**src/rtl/bbd_pkg.sv**
```systemverilog
package bbd_pkg;

  localparam int MaxWidthDefault = 4096;

  localparam int CfgIdxW  = 2;
  localparam int CfgDataW = 16;

  typedef enum logic [CfgIdxW-1:0] {
    CFG_WIDTH   = 2'd0,
    CFG_HEIGHT  = 2'd1,
    CFG_PATTERN = 2'd2
  } cfg_idx_e;

  localparam logic [12:0] WidthReset   = 13'd640;
  localparam logic [15:0] HeightReset  = 16'd480;
  localparam logic [1:0]  PatternReset = 2'd0;

  // column of three samples, index 0 is the upper row
  typedef logic [2:0][7:0] col_t;
  // grid[row][col], rows up/centre/down, cols left/centre/right
  typedef logic [2:0][2:0][7:0] grid_t;

  typedef struct packed {
    logic up;
    logic dn;
    logic lf;
    logic rt;
    logic er_odd;
    logic ec_odd;
  } pix_ctl_t;

  // rounded mean of n samples, divide by three through a reciprocal
  function automatic logic [7:0] mean_of(input logic [9:0] sum, input logic [2:0] n);
    logic [10:0] s1;
    logic [21:0] prod;
    logic [10:0] s2;
    logic [7:0]  res;
    s1   = {1'b0, sum} + 11'd1;
    s2   = {1'b0, sum} + 11'd2;
    prod = {11'd0, s1} * 22'd683;
    res  = '0;
    unique case (n)
      3'd1: res = sum[7:0];
      3'd2: res = s1[8:1];
      3'd3: res = prod[18:11];
      3'd4: res = s2[9:2];
      default: res = '0;
    endcase
    return res;
  endfunction

endpackage

```
**src/rtl/bbd_pixel.sv**
```systemverilog
module bbd_pixel (
  input  bbd_pkg::grid_t    grid_i,
  input  bbd_pkg::pix_ctl_t ctl_i,
  input  logic [1:0]        pattern_i,
  output logic [7:0]        blue_o,
  output logic [7:0]        green_o,
  output logic [7:0]        red_o
);

  logic [9:0] vs, hs, ds, xs;
  logic [2:0] vn, hn, dnum, xn;
  logic [7:0] v, h, d, x, ctr;
  logic       sg, bl, is_green;

  always_comb begin
    vs   = '0;
    hs   = '0;
    ds   = '0;
    vn   = '0;
    hn   = '0;
    dnum = '0;
    if (ctl_i.up) begin
      vs = vs + {2'd0, grid_i[0][1]};
      vn = vn + 3'd1;
    end
    if (ctl_i.dn) begin
      vs = vs + {2'd0, grid_i[2][1]};
      vn = vn + 3'd1;
    end
    if (ctl_i.lf) begin
      hs = hs + {2'd0, grid_i[1][0]};
      hn = hn + 3'd1;
    end
    if (ctl_i.rt) begin
      hs = hs + {2'd0, grid_i[1][2]};
      hn = hn + 3'd1;
    end
    if (ctl_i.up && ctl_i.lf) begin
      ds   = ds + {2'd0, grid_i[0][0]};
      dnum = dnum + 3'd1;
    end
    if (ctl_i.up && ctl_i.rt) begin
      ds   = ds + {2'd0, grid_i[0][2]};
      dnum = dnum + 3'd1;
    end
    if (ctl_i.dn && ctl_i.lf) begin
      ds   = ds + {2'd0, grid_i[2][0]};
      dnum = dnum + 3'd1;
    end
    if (ctl_i.dn && ctl_i.rt) begin
      ds   = ds + {2'd0, grid_i[2][2]};
      dnum = dnum + 3'd1;
    end
    xs = vs + hs;
    xn = vn + hn;
  end

  assign v   = bbd_pkg::mean_of(vs, vn);
  assign h   = bbd_pkg::mean_of(hs, hn);
  assign d   = bbd_pkg::mean_of(ds, dnum);
  assign x   = bbd_pkg::mean_of(xs, xn);
  assign ctr = grid_i[1][1];

  // phase of the site from pattern and position parity
  assign sg       = pattern_i[1] ^ ctl_i.er_odd;
  assign bl       = ~pattern_i[0] ^ ctl_i.er_odd;
  assign is_green = ctl_i.ec_odd ^ sg;

  always_comb begin
    if (is_green) begin
      green_o = ctr;
      blue_o  = bl ? h : v;
      red_o   = bl ? v : h;
    end else begin
      green_o = x;
      blue_o  = bl ? ctr : d;
      red_o   = bl ? d : ctr;
    end
  end

endmodule

```
**config.mk**
```make
export PLATFORM = sky130hd
export DESIGN_NAME = bbd_pixel
export DESIGN_NICKNAME = d
export VERILOG_FILES = /design/src/rtl/bbd_pkg.sv /design/src/rtl/bbd_pixel.sv
export SDC_FILE = /design/constraint.sdc
export NUM_CORES = 1
export LEC_CHECK = 0
export BUFFER_PORTS_ARGS = -buffer_cell sky130_fd_sc_hd__buf_2
export CORE_MARGIN = 1.5
export CORE_UTILIZATION = 60
export DETAILED_ROUTE_END_ITERATION = 6
export PLACE_DENSITY = 0.91
export SYNTH_ARGS = -nofsm -noshare
export SYNTH_HDL_FRONTEND = slang
export SYNTH_SLANG_ARGS = --single-unit
```
**constraint.sdc**
```tcl
create_clock -name vclk -period 19.45
set_clock_uncertainty 0.05 [all_clocks]
set_input_delay 2.9175 -clock vclk [all_inputs]
set_output_delay 2.9175 -clock vclk [all_outputs]
set_load 0.05 [all_outputs]
```
## After elaboration in Yosys (flattened, before gate mapping)

Cells that the tools add are included.

- Add/subtract/negate cells: 20
- $mul: 4
- Equality and inequality tests: 16
- Multiplexer cells: 27
- Bitwise logic cells: 4
- Reduce and logical (&&, ||, !) cells: 4

Operators by type and width:

| kind | count |
|---|---|
| $pmux 8 s4 | 4 |
| $mux 8 | 10 |
| $mul 11x10->19 const B | 4 |
| $add 10x8->10 | 5 |
| $mux 10 | 5 |
| $add 10x1->11 const B | 4 |
| $add 10x2->10 const B | 4 |
| $eq 3x2->1 const B | 8 |
| $add 3x1->3 const B | 5 |
| $mux 3 | 5 |
| $eq 3x1->1 const B | 4 |
| $eq 3x3->1 const B | 4 |
| $add 10x10->10 | 1 |
| $logic_and 1x1->1 | 4 |
| $add 3x3->3 | 1 |
| $mux 1 | 3 |
| $xor 1x1->1 | 3 |
| $not 1->1 | 1 |

- Flip-flop bits (word level): 0
- Input bits: 80
- Output and inout bits: 24

## Depth between registers and ports, before layout

Gate-level depths: netlist of run 1.

- Word-level depth: 13
- Gate-level depth with buffers: 47

## Worst setup path before layout of run 1

Ideal clock, no wire load.

- Kind: input -> output
- Start: input port ctl_i[3] (netlist bit)
- End: output port blue_o[7]
- Arrival time: 12,759 ps
- Data required time: 16,483 ps
- Slack: 3,724 ps
- Stages: 44
- Buffers on the path: 2
- Cells stage by stage: buf_2 -> clkbuf_1 -> and3_1 -> ha_1 -> inv_1 -> fa_1 -> and2b_1 -> o21ai_0 -> a211oi_1 -> nor2_1 -> xnor2_1 -> ha_1 -> and3_1 -> a221oi_1 -> xnor2_1 -> mux2_2 -> ha_1 -> nor3_1 -> [... 8 more ...] -> ha_1 -> ha_1 -> inv_1 -> fa_1 -> inv_1 -> fa_1 -> ha_1 -> ha_1 -> o21ai_0 -> inv_1 -> o311ai_0 -> o211ai_1 -> o211ai_1 -> xnor2_1 -> a22o_1 -> a211o_1 -> a21oi_2 -> mux2i_1

- Longest elaborated chain between the ends: 13
- Elaborated cells between the ends (all ways): 41
- Those cells by class: 12 x add/sub; 2 x mul; 8 x eq/ne; 17 x mux; 2 x reduce/logical

RTL lines:

| item | RTL line | RTL |
|---|---|---|
| from (decl) | bbd_pixel.sv:3 | `input bbd_pkg::pix_ctl_t ctl_i,` |
| $logic_and 1x1->1 | bbd_pixel.sv:38 | `if (ctl_i.up && ctl_i.lf) begin` |
| $mux 8 | bbd_pixel.sv:38 |  |
| $add 10x8->10 | bbd_pixel.sv:43 | `ds = ds + {2'd0, grid_i[0][2]};` |
| $mux 10 | bbd_pixel.sv:42 | `if (ctl_i.up && ctl_i.rt) begin` |
| $add 10x8->10 | bbd_pixel.sv:47 | `ds = ds + {2'd0, grid_i[2][0]};` |
| $mux 10 | bbd_pixel.sv:46 | `if (ctl_i.dn && ctl_i.lf) begin` |
| $add 10x8->10 | bbd_pixel.sv:51 | `ds = ds + {2'd0, grid_i[2][2]};` |
| $mux 10 | bbd_pixel.sv:50 | `if (ctl_i.dn && ctl_i.rt) begin` |
| $add 10x1->11 | bbd_pkg.sv:38 | `s1 = {1'b0, sum} + 11'd1;` |
| $mul 11x10->19 | bbd_pkg.sv:40 | `prod = {11'd0, s1} * 22'd683;` |
| $pmux 8 s4 | bbd_pkg.sv:42 | `unique case (n)` |
| $mux 8 | bbd_pixel.sv:76 | `blue_o = bl ? ctr : d;` |
| $mux 8 (*) | bbd_pixel.sv:70 | `if (is_green) begin` |
| to (decl) | bbd_pixel.sv:5 | `output logic [7:0] blue_o,` |

Every way passes the cells marked *; elsewhere a longest branch is shown, timed or not.

## Final worst setup path of run 1

- Start: input port ctl_i[3] (netlist bit)
- End: output port blue_o[3]

The elaborated chain is that of the path after synthesis.

==> reports/qor.txt, run 1 <==
FP Rows -> 50
Crit Path Class -> input pin to primary output
Syn avg cell area -> 8.32 sq um
Die Wd -> 142 um
Critical Path Most Common Cell -> ha_1
Finish-stage setup viols -> 0
Most common cell after layout, fill and taps aside -> ha_1
CP max stage delay -> 0.81 ns
Starting density of the core -> 61.8%
DR vias/cell -> 6.20
Die H -> 142 um
Crit path to -> blue_o[3]
Sequential area share after synthesis -> 0%
IO Count -> 104
Syn Inst Count -> 1,403
Routed vias -> 10,808
Largest net degree at the start of global routing -> 30
Post-synth cell types -> 76
Metal-1 WL -> 13.1 mm
Area growth syn-to-layout -> 6.53%
Initial DRC Count -> 655
Routed len/inst -> 18.0 um
Final Cycle Share -> 88.1%
Type of the worst min-delay path -> input pin to primary output
Met2 wire len -> 14.3 mm
Post-CTS Resized -> 0
Drt total wl -> 31.4 mm
Drt first pass iters -> 7
Syn Nets -> 1,875
Unrepaired setup endpoints after global routing -> false
Share of cells above drive strength 1 -> 10.0%
Global Route Usage Sum -> 31.0%
# clk buffers -> 0
Sum of negative setup slack -> 0 ns
Critical path peak fanout -> 23
Vias in the first global route -> 10,541
Final hold violation count -> 0
Worst setup SP type -> input pin
First-pass GRT wire length -> 51.1 mm
Most frequent cells in the layout -> 295 x ha_1, 188 x inv_1, 104 x buf_2, 97 x fa_1, 89 x nand2_1
Max Cap Viol -> 0
Uppermost layer routed -> met5
Slew Viols, Final -> 0
CP Data Arrival Time -> 14.17 ns
Reg area -> 0 sq um
I/O Buffers -> 104
DRC Markers -> 0
CP Data Required Time -> 16.48 ns
Postcts setup bufs -> 0
Initial antenna violation count -> 4
Nets -> 1,954
Post-DP HPWL -> 27.2 mm
Crit-path slowest cell -> o311ai_0
Status -> completed
FMAX -> 58.3 MHz
Met3 WL -> 2.89 mm
Fillcell total -> 1,543
Worst-margin pin slew -> 1.08 ns
Post-Synthesis Cell Area -> 0.0117 sq mm
Die area -> 0.0203 sq mm
Gr ovfl total -> 0
ANT nets after route -> 0
FF+latch count -> 0
Worst slew margin -> 27.8%
Crit end category -> primary output
Final min period -> 17.14 ns
Core area -> 0.0189 sq mm
Worst setup path start -> ctl_i[3]
Post-CTS Hold Fix Bufs -> 0
RePlAce Congestion -> 0.968
Warnings, synthesis -> 0
metal layers:
layer	up-vias	GRT usage, %
met5	-	0
met4	2	10.3
met3	81	4.71
met2	501	52.0
met1	5065	40.7
li1	5159	-
kinds of logic after synthesis:
kind of cell               synth area share (%)
AOI/OAI and AO/OA                          18.8
xor gates and xnor gates                   8.83
adders and majority gates                  48.3
buffers and inverters                      7.24
muxes                                      2.84
and+or+nand+nor                            14.1
worst max-delay path, delay by kind of cell:
family / cells / cell delay [ns]
AOI/OAI and AO/OA: 11 / 3.45
xor gates and xnor gates: 3 / 0.58
adders and majority gates: 10 / 3.45
muxes: 3 / 0.57
and+or+nand+nor: 10 / 2.16
buffers and inverters: 7 / 1.02
cells in the mapped netlist (4+ instances only):
| master | n | area share (%) |
|---|---|---|
| nand3_1 | 33 | 1.4 |
| o21bai_1 | 4 | 0.26 |
| nand2_1 | 89 | 2.9 |
| nand3b_1 | 4 | 0.26 |
| a31oi_1 | 15 | 0.80 |
| o221ai_1 | 5 | 0.38 |
| inv_1 | 188 | 6.0 |
| o31ai_1 | 11 | 0.71 |
| ha_1 | 295 | 32 |
| nor3_1 | 16 | 0.69 |
| and2_1 | 18 | 0.96 |
| o21a_1 | 10 | 0.64 |
| a21oi_1 | 67 | 2.9 |
| nor2_1 | 80 | 2.6 |
| nand2b_1 | 12 | 0.64 |
| a211oi_1 | 15 | 0.96 |
| buf_2 | 6 | 0.26 |
| a21o_1 | 31 | 2.0 |
| nor2b_1 | 10 | 0.54 |
| a31o_2 | 4 | 0.30 |
| clkbuf_1 | 21 | 0.68 |
| mux2i_1 | 16 | 1.4 |
| nor3b_1 | 5 | 0.32 |
| a2111oi_0 | 6 | 0.45 |
| mux2_2 | 14 | 1.4 |
| o31a_1 | 4 | 0.30 |
| o21ai_0 | 63 | 2.7 |
| a221o_1 | 5 | 0.43 |
| a221oi_1 | 10 | 0.75 |
| and4_1 | 5 | 0.38 |
| xnor2_1 | 81 | 6.1 |
| a22o_1 | 9 | 0.68 |
| nand4_1 | 14 | 0.75 |
| xor2_1 | 34 | 2.6 |
| a211o_1 | 6 | 0.45 |
| o22ai_1 | 4 | 0.21 |
| a22oi_1 | 12 | 0.77 |
| or3_1 | 5 | 0.27 |
| or2_2 | 6 | 0.32 |
| o211ai_1 | 6 | 0.39 |
| and3_1 | 16 | 0.86 |
| fa_1 | 97 | 17 |
layout make-up:
class                           count  area (sq um)  share of cell area (%)
Antenna cell                        4          10.0                  0.0805
Multi-Input combinational cell   1184         10800                    87.2
Timing Repair Buffer              108           551                    4.43
Tap cell                          260           325                    2.62
Inverter                          188           706                    5.68
stage by stage:
stage	hold slack [ns]	instances	area, sq um	util [%]	worst slack, ns
final	6.26	1744	12400	65.8	2.31
after global routing	6.27	1740	12400	65.7	1.80
after CTS	6.25	1740	12400	65.7	2.49
after detailed placement	6.25	1740	12400	65.7	2.52
after global placement	6.25	1740	12400	65.7	2.98
after floorplan	6.13	1403	11700	-	3.72
worst min-delay path by stage:
| stage | endpoint | slack [ns] | cells after the start | from |
|---|---|---|---|---|
| 2_1_floorplan | green_o[0] | 6.13 | 1 | grid_i[32] |
| 3_3_place_gp | green_o[1] | 6.25 | 3 | grid_i[33] |
| 3_5_place_dp | green_o[1] | 6.25 | 3 | grid_i[33] |
| 4_1_cts | green_o[1] | 6.25 | 3 | grid_i[33] |
| 5_1_grt | green_o[5] | 6.27 | 3 | grid_i[37] |
| 6_report | green_o[1] | 6.26 | 3 | grid_i[33] |
Power of run 1 is not shown: default switching activity piles up to over one toggle a cycle in this logic, so the estimate is an artifact.
==> inputs of run 2 (changes only) <==
--- a/config.mk
+++ b/config.mk
@@ -7,9 +7,9 @@
 export LEC_CHECK = 0
 export BUFFER_PORTS_ARGS = -buffer_cell sky130_fd_sc_hd__buf_2
 export CORE_MARGIN = 1.5
-export CORE_UTILIZATION = 60
+export CORE_UTILIZATION = 45
 export DETAILED_ROUTE_END_ITERATION = 6
-export PLACE_DENSITY = 0.91
+export PLACE_DENSITY = 0.74
 export SYNTH_ARGS = -nofsm -noshare
 export SYNTH_HDL_FRONTEND = slang
 export SYNTH_SLANG_ARGS = --single-unit
==> constraint.sdc (replaced) <==
create_clock -name vclk -period 19.45
set_clock_uncertainty 0.05 [all_clocks]
set_input_delay 2.9175 -clock vclk [all_inputs]
set_output_delay 2.9175 -clock vclk [all_outputs]
set_load 0.01 [all_outputs]
==> run 2 against run 1 <==
Compared with the run above:
- routed wire length is 2.4% lower
- cell area is 0.60% higher
- highest routed layer is now met4
- via count is 3.0% lower
- maximum frequency is 2.7% higher
- non-clock buffer count stayed put
- die area is 33% higher
- flip-flop and latch count stayed put
- utilization is 16 points lower
- first-iteration DRC count is 55% higher
- critical path depth stayed put
- hold slack worse by 0.16 ns
==> reports/qor.txt, run 2 (synthesis results as in run 1) <==
Status -> completed (unchanged)
Starting density of the core -> 46.1% (was 61.8%)
Worst setup path start -> ctl_i[3] (unchanged)
Nets -> 1,954 (unchanged)
FP Rows -> 58 (was 50)
Routed vias -> 10,487 (was 10,808)
Reg area -> 0 sq um (unchanged)
Crit Path Class -> input pin to primary output (unchanged)
Global Route Usage Sum -> 23.1% (was 31.0%)
Share of cells above drive strength 1 -> 9.93% (was 10.0%)
Crit-path leading delay family -> adder cells (unchanged)
DP Cell Count -> 1,810 (was 1,740)
Most frequent cells in the layout -> 295 x ha_1, 188 x inv_1, 104 x buf_2, 97 x fa_1, 89 x nand2_1 (unchanged)
Final hold violation count -> 0 (unchanged)
Gr ovfl total -> 0 (unchanged)
Drt total wl -> 30.7 mm (was 31.4 mm)
Post-DP HPWL -> 27.0 mm (was 27.2 mm)
FF+latch count -> 0 (unchanged)
Sum of negative setup slack -> 0 ns (unchanged)
# clk buffers -> 0 (unchanged)
Crit-path slowest cell -> o311ai_0 (unchanged)
RePlAce Congestion -> 0.956 (was 0.968)
First-pass GRT wire length -> 50.2 mm (was 51.1 mm)
Final min period -> 16.69 ns (was 17.14 ns)
Routed len/inst -> 16.9 um (was 18.0 um)
Worst slew margin -> 32.6% (was 27.8%)
FMAX -> 59.9 MHz (was 58.3 MHz)
Most common cell after layout, fill and taps aside -> ha_1 (unchanged)
Slew Viols, Final -> 0 (unchanged)
Initial antenna violation count -> 2 (was 4)
Type of the worst min-delay path -> input pin to primary output (unchanged)
Area of the multi-input gates -> 0.0108 sq mm (about the same)
CP Data Arrival Time -> 13.72 ns (was 14.17 ns)
ANT nets after route -> 0 (unchanged)
Vias in the first global route -> 10,118 (was 10,541)
Fillcell total -> 2,452 (was 1,543)
Setup WS pre-CTS -> 2.75 ns (was 2.52 ns)
Area growth syn-to-layout -> 7.17% (was 6.53%)
Finish-stage setup viols -> 0 (unchanged)
Die area -> 0.0269 sq mm (was 0.0203 sq mm)
Worst setup SP type -> input pin (unchanged)
Critical path peak fanout -> 23 (unchanged)
Drt first pass iters -> 7 (unchanged)
Final worst setup slack -> 2.76 ns (was 2.31 ns)
Post-CTS Resized -> 0 (unchanged)
Die H -> 164 um (was 142 um)
IO Count -> 104 (unchanged)
Initial DRC Count -> 1,018 (was 655)
Post-CTS Hold Fix Bufs -> 0 (unchanged)
Max Cap Viol -> 0 (unchanged)
CP Data Required Time -> 16.48 ns (about the same)
Worst-margin pin slew -> 1.00 ns (was 1.08 ns)
I/O Buffers -> 104 (unchanged)
WP buf/inv -> 7 (unchanged)
Final Cycle Share -> 85.8% (was 88.1%)
HP Start -> grid_i[32] (was grid_i[33])
Largest net degree at the start of global routing -> 30 (unchanged)
Postcts setup bufs -> 0 (unchanged)
Critical Path Most Common Cell -> ha_1 (unchanged)
Crit end category -> primary output (unchanged)
Final std cells w/o fill -> 1,812 (was 1,744)
Die Wd -> 164 um (was 142 um)
DR vias/cell -> 5.79 (was 6.20)
CP max stage delay -> 0.72 ns (was 0.81 ns)
Core area -> 0.0253 sq mm (was 0.0189 sq mm)
DRC Markers -> 0 (unchanged)
Unrepaired setup endpoints after global routing -> false (unchanged)
==> run 2: area by class of cell <==
cell class         instances  share of cell area [%]
well taps                330                    3.30
repair buffers           108                    4.40
diodes                     2                  0.0400
inverters                188                    5.64
multi-input cells       1184                    86.6
==> run 2: final timing paths <==
kind	slack [ns]	cells after the start	to
max	2.76	44	blue_o[3]
min	6.10	3	green_o[0]
==> run 2: layer usage <==
metal	wire [um]	share of wire, %	vias up	global-route usage [%]
met5	0	0	-	0
met4	672	2.2	0	4.38
met3	1880	6.1	40	1.34
met2	14000	46	375	38.8
met1	14100	46	4905	32.7
li1	-	-	5167	-
==> run 2: per-stage QoR <==
stage,utilization (%),area [sq um],hold WS (ns)
finish,49.4,12500,6.10
global route,49.4,12500,6.13
global placement,49.4,12500,6.10
detailed placement,49.4,12500,6.10
CTS,49.4,12500,6.10
floorplan,-,11700,5.93
Power of run 2 is left out for the same reason.
